**config.mk**
```make
export PLATFORM = sky130hd
export DESIGN_NAME = motion_state_tamper_tracker_unit
export DESIGN_NICKNAME = d
export VERILOG_FILES = /design/src/design/msttu_pkg.sv /design/src/design/msttu_core.sv /design/src/design/motion_state_tamper_tracker_unit.sv
export SDC_FILE = /design/constraint.sdc
export NUM_CORES = 1
export LEC_CHECK = 0
export BUFFER_PORTS_ARGS = -buffer_cell sky130_fd_sc_hd__buf_4
export CAP_MARGIN = 15
export CORE_ASPECT_RATIO = 0.6
export CORE_MARGIN = 2
export CORE_UTILIZATION = 66
export CTS_BUF_LIST = sky130_fd_sc_hd__clkbuf_4 sky130_fd_sc_hd__clkbuf_8 sky130_fd_sc_hd__clkbuf_16
export DETAILED_ROUTE_END_ITERATION = 7
export PLACE_DENSITY_LB_ADDON = 0.05
export SLEW_MARGIN = 40
export SYNTH_ARGS = -nofsm -noshare
export SYNTH_HDL_FRONTEND = slang
export SYNTH_SLANG_ARGS = --single-unit
export TNS_END_PERCENT = 1
```
**constraint.sdc**
```tcl
create_clock -name i_clk -period 9.4 [get_ports i_clk]
set_input_delay 0.94 -clock i_clk [delete_from_list [all_inputs] [get_ports i_clk]]
set_output_delay 0.94 -clock i_clk [all_outputs]
set_load 0.1 [all_outputs]
```
**src/design/msttu_pkg.sv**
```systemverilog
// Shared types, constants and field layouts for the motion state tamper tracker.
package msttu_pkg;

    // Default time width and register reset values
    localparam int unsigned TIME_BITS_DEF = 32;
    localparam int unsigned CFG_W         = 16;
    localparam logic [CFG_W-1:0] QUIET_TIMEOUT_RST = 16'd60;
    localparam logic [CFG_W-1:0] SETTLED_TIME_RST  = 16'd300;

    // Configuration register indexes
    localparam logic REG_QUIET_TIMEOUT = 1'b0;
    localparam logic REG_SETTLED_TIME  = 1'b1;

    // Command codes carried in the input tuser
    localparam logic CMD_SAMPLE      = 1'b0;
    localparam logic CMD_CLEAR_LATCH = 1'b1;

    // Event bit positions
    localparam int unsigned EV_SHOCK  = 0;
    localparam int unsigned EV_FALL   = 1;
    localparam int unsigned EV_START  = 2;
    localparam int unsigned EV_STOP   = 3;
    localparam int unsigned EV_ORIENT = 4;
    localparam int unsigned EV_TAMPER = 5;

    // Orientation code for an unknown face
    localparam logic [2:0] FACE_UNKNOWN = 3'd0;

    // Bus widths, padded to whole bytes
    localparam int unsigned IN_TDATA_W  = 56;
    localparam int unsigned OUT_TDATA_W = 96;

    // Input item, lowest field in the lowest bits (55 bits)
    typedef struct packed {
        logic [2:0]  face_now;
        logic        fall_seen;
        logic [15:0] shock_peak;
        logic        shock_seen;
        logic        is_active;
        logic        accel_valid;
        logic [31:0] sample_time;
    } t_in_item;

    // Result item, lowest field in the lowest bits (91 bits)
    typedef struct packed {
        logic        tamper_flag;
        logic [31:0] move_total;
        logic [31:0] move_duration;
        logic [15:0] shock_level;
        logic [2:0]  face_held;
        logic        is_moving;
        logic [5:0]  event_bits;
    } t_result;

    localparam int unsigned IN_ITEM_W = $bits(t_in_item);
    localparam int unsigned RESULT_W  = $bits(t_result);

endpackage

```
**src/design/msttu_core.sv**
```systemverilog
// Next-state and result logic for one item of the motion state tamper tracker.
module msttu_core
    import msttu_pkg::*;
#(
    parameter int unsigned TIME_BITS = TIME_BITS_DEF
) (
    input  logic                 i_cmd,
    input  t_in_item             i_item,
    input  logic [CFG_W-1:0]     i_quiet_timeout,
    input  logic [CFG_W-1:0]     i_settled_time,
    input  logic                 i_moving,
    input  logic [2:0]           i_face,
    input  logic                 i_tamper,
    input  logic [TIME_BITS-1:0] i_last_active_at,
    input  logic [TIME_BITS-1:0] i_move_start_at,
    input  logic [TIME_BITS-1:0] i_rest_since,
    input  logic [31:0]          i_total_moved,
    output logic                 o_moving,
    output logic [2:0]           o_face,
    output logic                 o_tamper,
    output logic [TIME_BITS-1:0] o_last_active_at,
    output logic [TIME_BITS-1:0] o_move_start_at,
    output logic [TIME_BITS-1:0] o_rest_since,
    output logic [31:0]          o_total_moved,
    output t_result              o_result
);

    logic [TIME_BITS-1:0] now;
    logic [TIME_BITS-1:0] since_rest;
    logic [TIME_BITS-1:0] since_active;
    logic [TIME_BITS-1:0] move_len;
    logic                 settled;
    logic                 quiet_done;
    logic [5:0]           ev;
    logic [15:0]          level;
    logic [31:0]          dur;

    // Time differences wrap at the time width
    assign now          = TIME_BITS'(i_item.sample_time);
    assign since_rest   = now - i_rest_since;
    assign since_active = now - i_last_active_at;
    assign move_len     = i_last_active_at - i_move_start_at;
    assign settled      = !i_moving && (since_rest >= TIME_BITS'(i_settled_time));
    assign quiet_done   = since_active >= TIME_BITS'(i_quiet_timeout);

    // Apply one item to the held state
    always_comb begin
        o_moving         = i_moving;
        o_face           = i_face;
        o_tamper         = i_tamper;
        o_last_active_at = i_last_active_at;
        o_move_start_at  = i_move_start_at;
        o_rest_since     = i_rest_since;
        o_total_moved    = i_total_moved;
        ev               = '0;
        level            = '0;
        dur              = '0;

        if (i_cmd == CMD_CLEAR_LATCH) begin
            o_tamper = 1'b0;
        end else if (i_item.accel_valid) begin
            if (i_item.shock_seen) begin
                ev[EV_SHOCK] = 1'b1;
                level        = i_item.shock_peak;
            end
            if (i_item.fall_seen) begin
                ev[EV_FALL] = 1'b1;
            end

            // Start on activity, stop after the quiet timeout
            if (i_item.is_active) begin
                o_last_active_at = now;
                if (!i_moving) begin
                    o_moving        = 1'b1;
                    o_move_start_at = now;
                    ev[EV_START]    = 1'b1;
                end
            end else if (i_moving && quiet_done) begin
                dur           = 32'(move_len);
                o_moving      = 1'b0;
                o_rest_since  = now;
                o_total_moved = i_total_moved + dur;
                ev[EV_STOP]   = 1'b1;
            end

            // Track orientation; first known face is adopted silently
            if (i_item.face_now != FACE_UNKNOWN && i_item.face_now != i_face) begin
                o_face = i_item.face_now;
                if (i_face != FACE_UNKNOWN) begin
                    ev[EV_ORIENT] = 1'b1;
                    if (settled && i_item.shock_seen && !i_tamper) begin
                        o_tamper      = 1'b1;
                        ev[EV_TAMPER] = 1'b1;
                    end
                end
            end
        end
    end

    // Build the result item
    always_comb begin
        o_result.event_bits    = ev;
        o_result.is_moving     = o_moving;
        o_result.face_held     = o_face;
        o_result.shock_level   = level;
        o_result.move_duration = dur;
        o_result.move_total    = o_total_moved;
        o_result.tamper_flag   = o_tamper;
    end

endmodule

```
**src/design/motion_state_tamper_tracker_unit.sv**
```systemverilog
// Top level of the motion state tamper tracker: stream ports, state and output buffering.
// A result is registered in the result register, or in the skid register when the output stalls.
// Throughput: one item per cycle while the skid register is empty; the state update is a single registered pass.
// A two-entry output stage (result register plus skid register) keeps input
// acceptance independent of m_tready in the same cycle.
// Reset (synchronous, active low) clears motion state, orientation, latch,
// timestamps, total and buffers, and loads the register defaults 60 and 300.
module motion_state_tamper_tracker_unit
    import msttu_pkg::*;
#(
    parameter int unsigned TIME_BITS = TIME_BITS_DEF
) (
    input  logic                   i_clk,
    input  logic                   i_rst_n,
    // configuration write port
    input  logic                   i_cfg_wr_en,
    input  logic                   i_cfg_idx,
    input  logic [CFG_W-1:0]       i_cfg_wdata,
    // input stream
    input  logic                   s_tvalid,
    output logic                   s_tready,
    // tdata: sample_time[31:0], accel_valid[32], is_active[33], shock_seen[34],
    //        shock_peak[50:35], fall_seen[51], face_now[54:52], zero[55]
    input  logic [IN_TDATA_W-1:0]  s_tdata,
    // tuser: cmd[0]
    input  logic                   s_tuser,
    // output stream
    output logic                   m_tvalid,
    input  logic                   m_tready,
    // tdata: event_bits[5:0], is_moving[6], face_held[9:7], shock_level[25:10],
    //        move_duration[57:26], move_total[89:58], tamper_flag[90], zero[95:91]
    output logic [OUT_TDATA_W-1:0] m_tdata
);

    logic [CFG_W-1:0]     r_quiet_timeout;
    logic [CFG_W-1:0]     r_settled_time;
    logic                 r_moving;
    logic [2:0]           r_face;
    logic                 r_tamper;
    logic [TIME_BITS-1:0] r_last_active_at;
    logic [TIME_BITS-1:0] r_move_start_at;
    logic [TIME_BITS-1:0] r_rest_since;
    logic [31:0]          r_total_moved;

    logic                 n_moving;
    logic [2:0]           n_face;
    logic                 n_tamper;
    logic [TIME_BITS-1:0] n_last_active_at;
    logic [TIME_BITS-1:0] n_move_start_at;
    logic [TIME_BITS-1:0] n_rest_since;
    logic [31:0]          n_total_moved;
    t_result              n_result;

    t_result              r_out;
    logic                 r_out_valid;
    t_result              r_skid;
    logic                 r_skid_valid;

    t_in_item             in_item;
    logic                 in_acc;
    logic                 out_take;

    assign in_item  = t_in_item'(s_tdata[IN_ITEM_W-1:0]);
    assign s_tready = !r_skid_valid;
    assign in_acc   = s_tvalid && s_tready;
    assign out_take = r_out_valid && m_tready;
    assign m_tvalid = r_out_valid;
    assign m_tdata  = {{(OUT_TDATA_W - RESULT_W){1'b0}}, r_out};

    msttu_core #(
        .TIME_BITS (TIME_BITS)
    ) u_core (
        .i_cmd            (s_tuser),
        .i_item           (in_item),
        .i_quiet_timeout  (r_quiet_timeout),
        .i_settled_time   (r_settled_time),
        .i_moving         (r_moving),
        .i_face           (r_face),
        .i_tamper         (r_tamper),
        .i_last_active_at (r_last_active_at),
        .i_move_start_at  (r_move_start_at),
        .i_rest_since     (r_rest_since),
        .i_total_moved    (r_total_moved),
        .o_moving         (n_moving),
        .o_face           (n_face),
        .o_tamper         (n_tamper),
        .o_last_active_at (n_last_active_at),
        .o_move_start_at  (n_move_start_at),
        .o_rest_since     (n_rest_since),
        .o_total_moved    (n_total_moved),
        .o_result         (n_result)
    );

    // Write configuration registers
    always_ff @(posedge i_clk) begin
        if (!i_rst_n) begin
            r_quiet_timeout <= QUIET_TIMEOUT_RST;
            r_settled_time  <= SETTLED_TIME_RST;
        end else if (i_cfg_wr_en) begin
            case (i_cfg_idx)
                REG_QUIET_TIMEOUT: r_quiet_timeout <= i_cfg_wdata;
                REG_SETTLED_TIME:  r_settled_time  <= i_cfg_wdata;
                default:           r_quiet_timeout <= r_quiet_timeout;
            endcase
        end
    end

    // Advance the tracker state on each accepted item
    always_ff @(posedge i_clk) begin
        if (!i_rst_n) begin
            r_moving         <= 1'b0;
            r_face           <= FACE_UNKNOWN;
            r_tamper         <= 1'b0;
            r_last_active_at <= '0;
            r_move_start_at  <= '0;
            r_rest_since     <= '0;
            r_total_moved    <= '0;
        end else if (in_acc) begin
            r_moving         <= n_moving;
            r_face           <= n_face;
            r_tamper         <= n_tamper;
            r_last_active_at <= n_last_active_at;
            r_move_start_at  <= n_move_start_at;
            r_rest_since     <= n_rest_since;
            r_total_moved    <= n_total_moved;
        end
    end

    // Hold results in the output register, spill to skid when stalled
    always_ff @(posedge i_clk) begin
        if (!i_rst_n) begin
            r_out_valid  <= 1'b0;
            r_skid_valid <= 1'b0;
        end else begin
            if (!r_out_valid || out_take) begin
                if (r_skid_valid) begin
                    r_out        <= r_skid;
                    r_out_valid  <= 1'b1;
                    r_skid_valid <= 1'b0;
                end else begin
                    r_out_valid <= in_acc;
                    if (in_acc) begin
                        r_out <= n_result;
                    end
                end
            end else if (in_acc) begin
                r_skid       <= n_result;
                r_skid_valid <= 1'b1;
            end
        end
    end

    // The skid entry only fills behind a waiting result
    a_skid_behind_out: assert property (@(posedge i_clk) disable iff (!i_rst_n)
        r_skid_valid |-> r_out_valid)
        else $error("skid entry valid without output entry");

    // A tamper event always reports the latch as set
    a_tamper_sets_latch: assert property (@(posedge i_clk) disable iff (!i_rst_n)
        (r_out_valid && r_out.event_bits[EV_TAMPER]) |-> r_out.tamper_flag)
        else $error("tamper event with latch clear");

    // Start and stop events agree with the reported motion state
    a_start_stop_state: assert property (@(posedge i_clk) disable iff (!i_rst_n)
        r_out_valid |-> ((!r_out.event_bits[EV_START] || r_out.is_moving) &&
                         (!r_out.event_bits[EV_STOP] || !r_out.is_moving)))
        else $error("start or stop event disagrees with motion state");

    // A clear command leaves the latch clear
    a_clear_latch: assert property (@(posedge i_clk) disable iff (!i_rst_n)
        (in_acc && s_tuser == CMD_CLEAR_LATCH) |=> !r_tamper)
        else $error("latch not cleared by clear command");

endmodule

```
# [Yosys cells after proc, flatten, opt, wreduce, memory -nomap -nowiden]
# Index checks and enable logic that the tools add are counted.
[op_classes] eq_ne=1 n_mul=0 div=0 n_bitwise=6 shift=0 n_lt_le_gt_ge=2 n_reduce_logical=23 n_addsub=4 muxes=37
[ops] operator="32-bit 2-to-1 mux" count=8
[ops] operator="91-bit 2-to-1 mux" count=2
[ops] operator="32-bit subtractor" count=3
[ops] operator="32-bit by 16-bit greater-or-equal comparator with 1-bit output" count=2
[ops] operator="16-bit 2-to-1 mux" count=3
[ops] operator="32-bit adder" count=1
[ops] operator="1-bit 2-to-1 mux" count=17
[ops] operator="6-bit 2-to-1 mux" count=2
[ops] operator="5-bit AND reduction" count=2
[ops] operator="3-bit 2-to-1 mux" count=3
[ops] operator="1-bit logical AND" count=7
[ops] operator="1-bit NOT" count=6
[ops] operator="3-bit AND reduction" count=2
[ops] operator="3-bit nonzero test" count=2
[ops] operator="1-bit logical NOT" count=4
[ops] operator="2-bit 2-to-1 mux" count=2
[ops] operator="2-bit AND reduction" count=2
[ops] operator="4-bit AND reduction" count=1
[ops] operator="3-bit inequality test" count=1
[ops] operator="2-bit nonzero test" count=1
[ops] operator="2-bit OR reduction" count=1
[ops] operator="1-bit logical OR" count=1
[totals] input_bits=79 ff_bits=349 rom_bits=0 ramBits=0 wordCells=98 out_inout_bits=98 mem_count=0 latchBits=0

# [Depth between registers and ports, before layout]
# Gate-level depths: netlist of run 1.
[logic_depth] depth_word=12 mapped_depth=26 mapped_depth_nobuf=25

# [Cells and area by module]
# A second synthesis of run 1 with hierarchy kept.
[unflattened] hier_cells=2429 hier_area_um2=23133.4
[modules_own_cells] mod="motion_state_tamper_tracker_unit" cells_each=1007 area_each_um2=13221.4 instances=1 seq_area_each_um2=8808.4
[modules_own_cells] mod="msttu_core" cells_each=1422 area_each_um2=9912.0 instances=1 seq_area_each_um2=0.0

# [Worst setup path after synthesis of run 1]
# OpenSTA, ideal clock, no wires.
[synth_path] kind="in2reg" from="input port i_rst_n" to="register r_out, in the netlist m_tdata[0] (enable)" setup_time_ps=541 path_buffers=1 arrival_time_ps=5099 setup_slack_ps=3759 t_required_ps=8859 path_stages=3 cell_sequence="clkbuf_1 -> o21ai_0 -> nor2_1"
[synth_between] elab_chain_cells=1
[synth_lines] element="start: declaration" line="motion_state_tamper_tracker_unit.sv:14" text="input logic i_rst_n,"
[synth_lines] element="3-bit AND reduction (no source line)"
[synth_lines] element="end signal: assignment" line="motion_state_tamper_tracker_unit.sv:137" text="r_out <= r_skid;"
[synth_lines] element="end signal: assignment" line="motion_state_tamper_tracker_unit.sv:143" text="r_out <= n_result;"
[synth_lines] element="end: declaration" line="motion_state_tamper_tracker_unit.sv:54" text="t_result r_out;"
# Every way passes these cells.
# A chain may end at the register's enable or synchronous reset.

# [Worst setup path after layout of run 1]
[layout_path] from="register r_last_active_at[0]" to="register r_out, in the netlist m_tdata[89] (data pin)"
[layout_between] elab_chain_cells=9 word_cells_on_any_way=11 classes_between="add/sub (3); order compare (1); mux (6); reduce/logical (1)"
[layout_lines] element="start: declaration" line="motion_state_tamper_tracker_unit.sv:40" text="logic [TIME_BITS-1:0] r_last_active_at;"
[layout_lines] element="start signal: assignment" line="motion_state_tamper_tracker_unit.sv:122" text="r_last_active_at <= n_last_active_at;"
[layout_lines] element="32-bit subtractor" line="msttu_core.sv:41" text="assign since_active = now - i_last_active_at;"
[layout_lines] element="32-bit by 16-bit greater-or-equal comparator with 1-bit output" line="msttu_core.sv:44" text="assign quiet_done = since_active >= TIME_BITS'(i_quiet_timeout);"
[layout_lines] element="1-bit logical AND" line="msttu_core.sv:78" text="end else if (i_moving && quiet_done) begin"
[layout_lines] element="32-bit 2-to-1 mux (*)" line="msttu_core.sv:78"
[layout_lines] element="32-bit 2-to-1 mux (*)" line="msttu_core.sv:71" text="if (i_item.is_active) begin"
[layout_lines] element="32-bit 2-to-1 mux (*)" line="msttu_core.sv:61" text="end else if (i_item.accel_valid) begin"
[layout_lines] element="32-bit 2-to-1 mux (*)" line="msttu_core.sv:59" text="if (i_cmd == CMD_CLEAR_LATCH) begin"
[layout_lines] element="91-bit 2-to-1 mux (*)" line="motion_state_tamper_tracker_unit.sv:142" text="if (in_acc) begin"
[layout_lines] element="91-bit 2-to-1 mux (*)" line="motion_state_tamper_tracker_unit.sv:136" text="if (r_skid_valid) begin"
# Every way passes the cells marked *; elsewhere a longest branch is shown, timed or not. The select of a mux whose other input is x is not followed.

==> reports/results.ini, run 1 <==
[layout]
final.fill_count = 2306
final_nets = 2726
diodes = 0
final_cell_mix = nand2_1, buf_4, inv_1, edfxtp_1, dfxtp_1
postLayoutCellArea_um2 = 24340
syn2layout_area_growth_pct = 12.89
layout-drive-gt1-share = 0.1261
mostFrequentLayoutCell = nand2_1
fin_cells = 2938

[clocking]
cts_tree = yes
hold_buffers = 0
root_buffer = clkbuf_16
postCtsSetupBuffers = 0
cts_sinks = 349
h-tree-depth = 2
cts_buffer_depth = 3
worst_skew_pair.late_latency_ns = 0.54
clkTransAtPathRegs_ns = 0.07
cts_buffers = 35
post_cts_resized = 0

[global_route]
grt.overflow.total = 0
grt_max_degree = 89
grt_use_total = 0.3183
grt_pass1_vias = 16830
grt_antenna_before_repair = 0
grt_first_pass_wirelength_um = 87750

[synthesis]
synthDistinctLibCells = 87
ys.flop_type = edfxtp_1
synth-seq-cells = 349
ys_warn_count = 0
synth-seq-area-share = 0.4085
synth-edff-count = 182
synth_cells = 2360
syn_area_um2 = 21560
async_reset_ff_frac = 0
avgSynthCellArea_um2 = 9.136

[run_status]
status = finished clean

[sta]
skew_ns = 0.02118
tns_ns = 0
finalHoldViolCount = 0
drv_slew = 0
fin_crit_sh = 0.6742
rsz0062_at_grt = no
fmax_mhz = 157.8
fin_crit_ns = 6.337
setup_violations = 0
worst_pin_slew_ns = 0.8101
slew_headroom = 0.4599
worst_slack_ns = 3.063

[pwr]
leakagePower_nw = 10.28
ir_worst_vdd_mv = 0.1415
p_per_area_nw_per_um2 = 167.1
finalPower_mw = 4.067

[drt]
avgViaCountPerCell = 6.036
drt_pass1_iterations = 5
vias = 17730
ant_nets = 0
drt_iter0_markers = 1378
wl_um = 54990
drc = 0
wire_per_inst_um = 18.72

[job]
drv_cap = 0

[critical_path]
endpoint_kind = flip-flop
r2r_slack_ns = 3.06
arrival_ns = 6.73
cp.required_ns = 9.79
worst-path-max-fanout = 5
crit_path_start_kind = flip-flop
critPathKind = flip-flop to flip-flop

[floorplanning]
fp.coreArea_um2 = 32290
io_pins = 177
rows = 51
start_util = 0.6678
dieHeight_um = 144
die_w_um = 237.3
fp.dieArea_um2 = 34180

[placed_design]
io_buffers = 170
hpwl_um = 39230
dp.cells = 2872
dp_slack_ns = 2.715
place_congestion = 0.9592
placed_area_um2 = 23090

[worst_hold_path]
min_path_type = flip-flop to flip-flop

## cells by family after synthesis
kind of cell | after synthesis | share of synthesized area
AO/OA/AOI/OAI | 604 | 0.1904
XOR/XNOR | 99 | 0.04022
adder cells (fa/ha/maj) | 160 | 0.09424
buffers and inverters | 290 | 0.05519
flip-flops | 349 | 0.4085
multiplexers | 94 | 0.04515
other | 1 | 0.0001739
AND/OR/NAND/NOR | 763 | 0.1661
## where the power goes
group | switching, mW | internal, mW | total, mW | leakage [nW]
clock | 0.615 | 0.865 | 1.48 | 0.606
sequential | 0.0177 | 1.64 | 1.66 | 3.12
combinational | 0.613 | 0.318 | 0.931 | 6.55
## path summary, 6_finish.rpt
kind	depth (start not counted)	endpoint	startpoint
max	23	m_tdata[89]	r_last_active_at[0]
min	2	r_move_start_at[27]	r_move_start_at[27]
max reg2reg	23	m_tdata[89]	r_last_active_at[0]
min reg2reg	2	r_move_start_at[27]	r_move_start_at[27]
## metrics by stage
step,util,hold WS (ns)
6_report,0.7539,0.4649
5_1_grt,0.7539,0.4898
4_1_cts,0.7523,0.4672
3_5_place_dp,0.7152,0.4583
3_3_place_gp,0.7137,0.4544
2_1_floorplan,-,0.4435
## layout make-up
type | count | area [µm²] | share of cell area
Clock buffer | 48 | 1003 | 0.04123
Clock inverter | 16 | 192.7 | 0.007916
Inverter | 185 | 694.4 | 0.02853
Multi-Input combinational cell | 1725 | 11610 | 0.4771
Sequential cell | 349 | 8810 | 0.3619
Tap cell | 424 | 530.5 | 0.02180
Timing Repair Buffer | 191 | 1498 | 0.06153
## Yosys cell counts, types with 5 or more instances
cell type,count,share of area
nand2b_1,27,0.0078
buf_4,6,0.0021
buf_2,12,0.0028
nor4_1,5,0.0015
nor2_1,129,0.022
ha_1,156,0.091
mux2i_1,68,0.032
nand3_1,61,0.014
dfxtp_1,167,0.16
edfxtp_1,182,0.25
o21ai_1,37,0.0086
nor2b_1,86,0.025
a211oi_1,10,0.0035
o31ai_1,44,0.015
xor2_1,38,0.015
o21ai_0,66,0.015
o22ai_1,6,0.0017
or3_1,11,0.0032
o211ai_1,24,0.0084
xnor2_1,61,0.025
o31a_1,7,0.0028
or2_2,5,0.0015
nand2_1,335,0.058
nor3_1,17,0.0039
a21o_1,60,0.021
o21a_1,20,0.0070
a211o_1,7,0.0028
a31oi_1,41,0.012
mux2_2,25,0.013
and2_1,14,0.0041
a21boi_0,93,0.032
clkbuf_1,80,0.014
and3_1,30,0.0087
buf_8,5,0.0035
o21bai_1,13,0.0045
inv_1,183,0.032
a21oi_1,116,0.027
nand4_1,19,0.0055
## critical path, stage by stage (launching register included)
cell,delay (ns)
dfxtp_1,0.33
inv_1,0.06
ha_1,0.16
inv_1,0.05
fa_1,0.42
a211oi_1,0.37
nor4b_1,0.13
o21ai_0,0.52
o211ai_1,0.32
a211oi_1,0.60
a31oi_1,0.28
o41ai_1,0.43
o21bai_1,0.13
xnor2_1,0.39
inv_1,0.12
ha_1,0.37
a21oi_1,0.18
nand2_1,0.07
a21o_1,0.17
a21oi_1,0.12
o21ai_0,0.11
xnor2_1,0.21
or4_1,0.46
a31oi_1,0.18
## per-layer routing
metal  track usage  vias to the layer above  share of wire  routed length [µm]
met5             0                        -              0                   0
met4       0.07315                        0          0.017                 935
met3       0.05535                       72          0.070                3825
met2        0.5061                      602           0.45               24480
met1        0.4568                     8440           0.47               25760
li1              -                     8620              -                   -
## sequential cells by signal, indices dropped and copies added, names as in the netlist
name / count
m_tdata: 91
m_tvalid: 1
r_face: 3
r_last_active_at: 32
r_move_start_at: 32
r_moving: 1
r_quiet_timeout: 16
r_rest_since: 32
r_settled_time: 16
r_skid: 91
r_skid_valid: 1
r_tamper: 1
r_total_moved: 32
No activity file was read; power rests on OpenSTA's default activity.
==> run 2, diff against run 1 <==
--- a/config.mk
+++ b/config.mk
@@ -9,7 +9,7 @@
 export CAP_MARGIN = 15
 export CORE_ASPECT_RATIO = 0.6
 export CORE_MARGIN = 2
-export CORE_UTILIZATION = 66
+export CORE_UTILIZATION = 61
 export CTS_BUF_LIST = sky130_fd_sc_hd__clkbuf_4 sky130_fd_sc_hd__clkbuf_8 sky130_fd_sc_hd__clkbuf_16
 export DETAILED_ROUTE_END_ITERATION = 7
 export PLACE_DENSITY_LB_ADDON = 0.05
==> constraint.sdc (replaced) <==
create_clock -name i_clk -period 6.35 [get_ports i_clk]
set_input_delay 0.635 -clock i_clk [delete_from_list [all_inputs] [get_ports i_clk]]
set_output_delay 0.635 -clock i_clk [all_outputs]
set_load 0.1 [all_outputs]
==> run 2 against run 1 <==
  * Worst hold slack worse by 0.19 ns
  * Critical path type unchanged
  * Power rose by 46%
  * Design area up 0.35%
  * Combinational power is 47% higher
  * Clock power up 45%
  * Highest routed layer unchanged
==> reports/results.ini, run 2 (synthesis gave the netlist of run 1 again) <==
[run_status]
status = finished clean  ; unchanged

[layout]
ff_latch_area_um2 = 8810  ; unchanged
mostFrequentLayoutCell = nand2_1  ; unchanged
final_cell_mix = nand2_1, buf_4, inv_1, edfxtp_1, dfxtp_1  ; unchanged
diodes = 0  ; unchanged
multi_input_area_um2 = 11620  ; was 11610 µm²
layout-drive-gt1-share = 0.1272  ; was 0.1261
final.fill_count = 2744  ; was 2306
final_nets = 2731  ; was 2726
syn2layout_area_growth_pct = 13.30  ; was 12.89%

[clocking]
clkTransAtPathRegs_ns = 0.07  ; about the same
cts_buffers = 35  ; unchanged
postCtsSetupBuffers = 0  ; unchanged
cts_tree = yes  ; unchanged
h-tree-depth = 2  ; unchanged
cts_sinks = 349  ; unchanged
worst_skew_pair.late_latency_ns = 0.54  ; about the same
root_buffer = clkbuf_16  ; unchanged
cts_buffer_depth = 3  ; unchanged

[critical_path]
cp.required_ns = 6.73  ; was 9.79 ns
critPathKind = flip-flop to flip-flop  ; unchanged
crit_end = m_tdata[86]  ; was m_tdata[89]
worst-path-max-fanout = 3  ; was 5
r2r_slack_ns = 0.48  ; was 3.06 ns
reg2reg_to = m_tdata[86]  ; was m_tdata[89]
crit_path_start_kind = flip-flop  ; unchanged
arrival_ns = 6.25  ; was 6.73 ns
startpoint = r_last_active_at[0]  ; unchanged
endpoint_kind = flip-flop  ; unchanged
r2r_start = r_last_active_at[0]  ; unchanged
reg2regPathDepth = 25  ; was 23

[sta]
drv_slew = 0  ; unchanged
tns_ns = 0  ; unchanged
slew_headroom = 0.4366  ; was 0.4599
fin_crit_ns = 5.869  ; was 6.337 ns
setup_violations = 0  ; unchanged
rsz0062_at_grt = no  ; unchanged
fin_crit_sh = 0.9243  ; was 0.6742
fmax_mhz = 170.4  ; was 157.8 MHz
finalHoldViolCount = 0  ; unchanged
worst_pin_slew_ns = 0.8451  ; was 0.8101 ns
skew_ns = 0.03012  ; was 0.02118 ns
worst_slack_ns = 0.4806  ; was 3.063 ns

[floorplanning]
io_pins = 177  ; unchanged
die_w_um = 246.7  ; was 237.3 µm
fp.dieArea_um2 = 36910  ; was 34180 µm²
dieHeight_um = 149.6  ; was 144 µm
fp.coreArea_um2 = 34880  ; was 32290 µm²
start_util = 0.6181  ; was 0.6678
rows = 53  ; was 51

[placed_design]
hpwl_um = 39890  ; was 39230 µm
place_congestion = 0.9331  ; was 0.9592
dp_slack_ns = 0.3016  ; was 2.715 ns
io_buffers = 170  ; unchanged

[global_route]
grt_antenna_before_repair = 0  ; unchanged
grt_use_total = 0.2956  ; was 0.3183
grt.overflow.total = 0  ; unchanged
grt_pass1_vias = 16770  ; was 16830
grt_max_degree = 86  ; was 89
grt_first_pass_wirelength_um = 87580  ; was 87750 µm

[drt]
avgViaCountPerCell = 5.948  ; was 6.036
drt_iter0_markers = 1471  ; was 1378
ant_nets = 0  ; unchanged
drt_pass1_iterations = 5  ; unchanged
wl_um = 55010  ; was 54990 µm
vias = 17740  ; was 17730
wire_per_inst_um = 18.44  ; was 18.72 µm
drc = 0  ; unchanged

[pwr]
ir_worst_vdd_mv = 0.1755  ; was 0.1415 mV
p_per_area_nw_per_um2 = 243.9  ; was 167.1 nW/µm²
leakagePower_nw = 10.28  ; about the same

[worst_hold_path]
min_path_type = primary input to flip-flop  ; was flip-flop to flip-flop
hold_path_depth = 2  ; unchanged

[job]
drv_cap = 0  ; unchanged

[run 2: cell count changes in the layout (fill, tap and decap cells not counted), sizes merged]
| cell | previous run | this run |
|---|---|---|
| clkbuf | 48 | 49 |
| clkinv | 11 | 9 |
| buf | 191 | 196 |
| inv | 186 | 185 |
| bufinv | 4 | 3 |
[run 2: stage by stage]
step | util | hold slack [ns] | cell area, µm² | instances | power, mW
after CTS | 0.6999 | 0.2568 | 24410 | 2983 | 5.970
after global routing | 0.7003 | 0.2694 | 24430 | 2983 | 6.196
after detailed placement | 0.6665 | 0.4588 | 23250 | 2922 | 3.838
final | 0.7003 | 0.2739 | 24430 | 2983 | 5.957
after global placement | 0.6655 | 0.4551 | 23210 | 2920 | 3.810
after floorplan | - | 0.4435 | 21580 | 2364 | 3.499
[run 2: worst max-delay path: stages (launching register included)]
cell and delay [ns]:
dfxtp_1 0.34, inv_1 0.06, ha_1 0.15, inv_1 0.06, fa_1 0.42, a211oi_1 0.38, nor4b_1 0.13, o21ai_1 0.28
o211ai_1 0.28, and2_1 0.25, o21ai_0 0.17, nand2b_1 0.11, xnor2_1 0.30, inv_1 0.08, ha_1 0.30, or2_2 0.13
and2_1 0.15, o21ai_0 0.12, or3_1 0.36, o21ai_0 0.47, a21oi_1 0.15, nand2b_1 0.22, a31oi_1 0.23, xor2_1 0.24
nand3_1 0.12, a31oi_1 0.21
[run 2: final cells by class]
| class | instances | share of cell area |
|---|---|---|
| clock buffer | 49 | 0.04144 |
| inverter | 185 | 0.02843 |
| clock inverter | 12 | 0.006249 |
| multi-input combinational | 1725 | 0.4757 |
| timing repair buffer | 196 | 0.06357 |
| tap | 467 | 0.02392 |
| sequential | 349 | 0.3607 |
[run 2: worst min path at each step]
stage / startpoint / end / slack, ns
floorplan: r_quiet_timeout[1] / r_quiet_timeout[1] / 0.44
global placement: r_settled_time[10] / r_settled_time[10] / 0.46
detailed placement: r_quiet_timeout[6] / r_quiet_timeout[6] / 0.46
CTS: m_tready / r_skid_valid / 0.26
global route: m_tready / r_skid_valid / 0.27
finish: m_tready / r_skid_valid / 0.27
[run 2: routing by layer]
metal / vias up / track usage / wire [µm] / part of all wire
met5: - / 0 / 0 / 0
met4: 0 / 0.07711 / 1197 / 0.022
met3: 86 / 0.04125 / 3363 / 0.061
met2: 557 / 0.4562 / 23740 / 0.43
met1: 8456 / 0.4365 / 26710 / 0.49
li1: 8645 / - / - / -
[run 2: timing repair]
action	4_1_cts	5_1_grt
resized for setup	0	3
endpoints found under the setup margin	0	4
hold buffers	0	0
[run 2: power by group]
part           switching, mW  leakage, nW  internal, mW
Clock                  0.898        0.583          1.24
Combinational          0.895         6.58         0.474
Sequential            0.0258         3.12          2.42
Total                   1.82         10.3          4.14
==> run 3, diff against run 2 <==
==> constraint.sdc (replaced) <==
create_clock -name i_clk -period 6.35 [get_ports i_clk]
set_input_delay 0.635 -clock i_clk [delete_from_list [all_inputs] [get_ports i_clk]]
set_output_delay 0.635 -clock i_clk [all_outputs]
set_load 0.05 [all_outputs]
==> run 3 against run 2 <==
  * Maximum frequency down 1.1%
  * First-iteration DRC count fell by 1.4%
  * Non-clock buffer count grew 1
  * Critical endpoint is now m_tdata[89]
  * Utilization is essentially flat
  * Die area unchanged
  * Via count down 0.36%
  * Wire length down 0.57%
  * Combinational power decreased by 7%
==> reports/results.ini, run 3 (synthesis gave the netlist of run 1 again) <==
[floorplanning]
die_w_um = 246.7  ; unchanged
start_util = 0.6181  ; unchanged
fp.dieArea_um2 = 36910  ; unchanged
fp.coreArea_um2 = 34880  ; unchanged
dieHeight_um = 149.6  ; unchanged
rows = 53  ; unchanged
io_pins = 177  ; unchanged

[critical_path]
path_delay_family = compound AO/OA/AOI/OAI gates  ; unchanged
crit_chain = inv_1, ha_1, inv_1, fa_1, a211oi_1, nor4b_1, o21ai_0, o211ai_1, a211oi_2, a31oi_1, o41ai_1, o21bai_1, xnor2_1, inv_1, ha_1, a21oi_1, nand2_1, a21o_1, a21oi_1, o21ai_0, xnor2_1, or4_1, a31oi_1
arrival_ns = 6.30  ; was 6.25 ns
endpoint_kind = flip-flop  ; unchanged
reg2regPathDepth = 23  ; was 25
crit_path_start_kind = flip-flop  ; unchanged
r2r_slack_ns = 0.42  ; was 0.48 ns
cp.required_ns = 6.72  ; was 6.73 ns
worst-path-max-fanout = 5  ; was 3
critPathKind = flip-flop to flip-flop  ; unchanged
crit_top_cell = inv_1
cp_slowest_cell = or4_1  ; was o21ai_0
r2r_start = r_last_active_at[0]  ; unchanged
cp_slowest_stage_delay_ns = 0.46  ; was 0.47 ns
reg2reg_to = m_tdata[89]  ; was m_tdata[86]
cp.buffers_inverters = 3  ; unchanged

[worst_hold_path]
min_path_type = primary input to flip-flop  ; unchanged
min_from = m_tready  ; unchanged
hold_path_depth = 2  ; unchanged
min_delay_worst_endpoint = r_skid_valid  ; unchanged

[sta]
skew_ns = 0.02121  ; was 0.03012 ns
drv_slew = 0  ; unchanged
fmax_mhz = 168.6  ; was 170.4 MHz
finalHoldViolCount = 0  ; unchanged
hold-worst-slack_ns = 0.2769  ; was 0.2739 ns
slew_headroom = 0.4386  ; was 0.4366
worst_pin_slew_ns = 0.8421  ; was 0.8451 ns
setup_violations = 0  ; unchanged
rsz0062_at_grt = no  ; unchanged
fin_crit_sh = 0.9343  ; was 0.9243
fin_crit_ns = 5.933  ; was 5.869 ns
tns_ns = 0  ; unchanged

[global_route]
grt_use_total = 0.2932  ; was 0.2956
grt_first_pass_wirelength_um = 87220  ; was 87580 µm
grt.overflow.total = 0  ; unchanged
grt_antenna_before_repair = 1  ; was 0
grt_max_degree = 86  ; unchanged
grt_pass1_vias = 16680  ; was 16770

[clocking]
root_buffer = clkbuf_16  ; unchanged
h-tree-depth = 2  ; unchanged
cts_sinks = 349  ; unchanged
cts_buffers = 35  ; unchanged
cts_tree = yes  ; unchanged
worst_skew_pair.late_latency_ns = 0.53  ; was 0.54 ns
cts_buffer_depth = 3  ; unchanged
hold_buffers = 0  ; unchanged
clkTransAtPathRegs_ns = 0.06  ; was 0.07 ns

[layout]
fin_util = 0.7007  ; was 0.7003
diodes = 0  ; unchanged
final_nets = 2732  ; was 2731
multi_input_area_um2 = 11620  ; unchanged
syn2layout_area_growth_pct = 13.35  ; was 13.30%
mostFrequentLayoutCell = nand2_1  ; unchanged
ff_latch_area_um2 = 8810  ; unchanged
layout-drive-gt1-share = 0.1268  ; was 0.1272
final.fill_count = 2756  ; was 2744
fin_cells = 2983  ; unchanged
final_cell_mix = nand2_1, buf_4, inv_1, edfxtp_1, dfxtp_1  ; unchanged

[placed_design]
io_buffers = 170  ; unchanged
dp.cells = 2922  ; unchanged
place_congestion = 0.9293  ; was 0.9331
hpwl_um = 39680  ; was 39890 µm

[drt]
drt_pass1_iterations = 5  ; unchanged
drc = 0  ; unchanged
wl_um = 54700  ; was 55010 µm
ant_nets = 0  ; unchanged
vias = 17680  ; was 17740
drt_iter0_markers = 1451  ; was 1471
wire_per_inst_um = 18.34  ; was 18.44 µm
avgViaCountPerCell = 5.927  ; was 5.948

[job]
drv_cap = 0  ; unchanged

[pwr]
leakagePower_nw = 10.28  ; about the same
finalPower_mw = 5.850  ; was 5.957 mW
ir_worst_vdd_mv = 0.2110  ; was 0.1755 mV
p_per_area_nw_per_um2 = 239.3  ; was 243.9 nW/µm²

[run_status]
status = finished clean  ; unchanged

[run 3: cell count changes in the layout (fill, tap and decap cells not counted), sizes merged]
cell	delta
clkinvlp	+2
clkinv	+3
buf	+1
clkbuf	-6
[run 3: worst max-delay path by stage]
stage,startpoint,to,depth (start not counted)
6_report,r_last_active_at[0],m_tdata[89],23
2_1_floorplan,i_rst_n,m_tdata[0],3
3_3_place_gp,s_tdata[0],m_tdata[62],26
5_1_grt,r_last_active_at[0],m_tdata[89],23
4_1_cts,r_last_active_at[0],m_tdata[89],23
3_5_place_dp,s_tdata[0],m_tdata[90],21
[run 3: power breakdown]
part / switching, mW / internal [mW] / total [mW] / leakage, nW
sequential: 0.0253 / 2.42 / 2.45 / 3.12
clock: 0.900 / 1.23 / 2.13 / 0.569
combinational: 0.797 / 0.477 / 1.27 / 6.59
[run 3: final cells by class]
cell class	count	share of cell area
Clock buffer	43	0.04050
Inverter	185	0.02841
Multi-Input combinational cell	1725	0.4755
Clock inverter	17	0.006502
Sequential cell	349	0.3605
Timing Repair Buffer	197	0.06471
Tap cell	467	0.02391
[run 3: per-layer routing]
metal | vias to the layer above | GRT usage | routed length (µm)
met4 | 2 | 0.06084 | 736
met1 | 8442 | 0.4332 | 26440
met3 | 55 | 0.04770 | 3519
li1 | 8651 | - | -
met2 | 530 | 0.4538 | 23990
met5 | - | 0 | 17
[run 3: repair_timing]
| item | 4_1_cts | 5_1_grt |
|---|---|---|
| resized for setup | 0 | 3 |
| setup endpoints to repair | 0 | 4 |
| buffers inserted | 0 | 0 |
[run 3: per-stage QoR]
stage / cell area [µm²] / worst slack, ns
final: 24440 / 0.4170
after global routing: 24440 / 0.01089
after CTS: 24410 / 0.2310
after detailed placement: 23260 / 0.2314
after global placement: 23210 / 0.4062
after floorplan: 21580 / 1.014
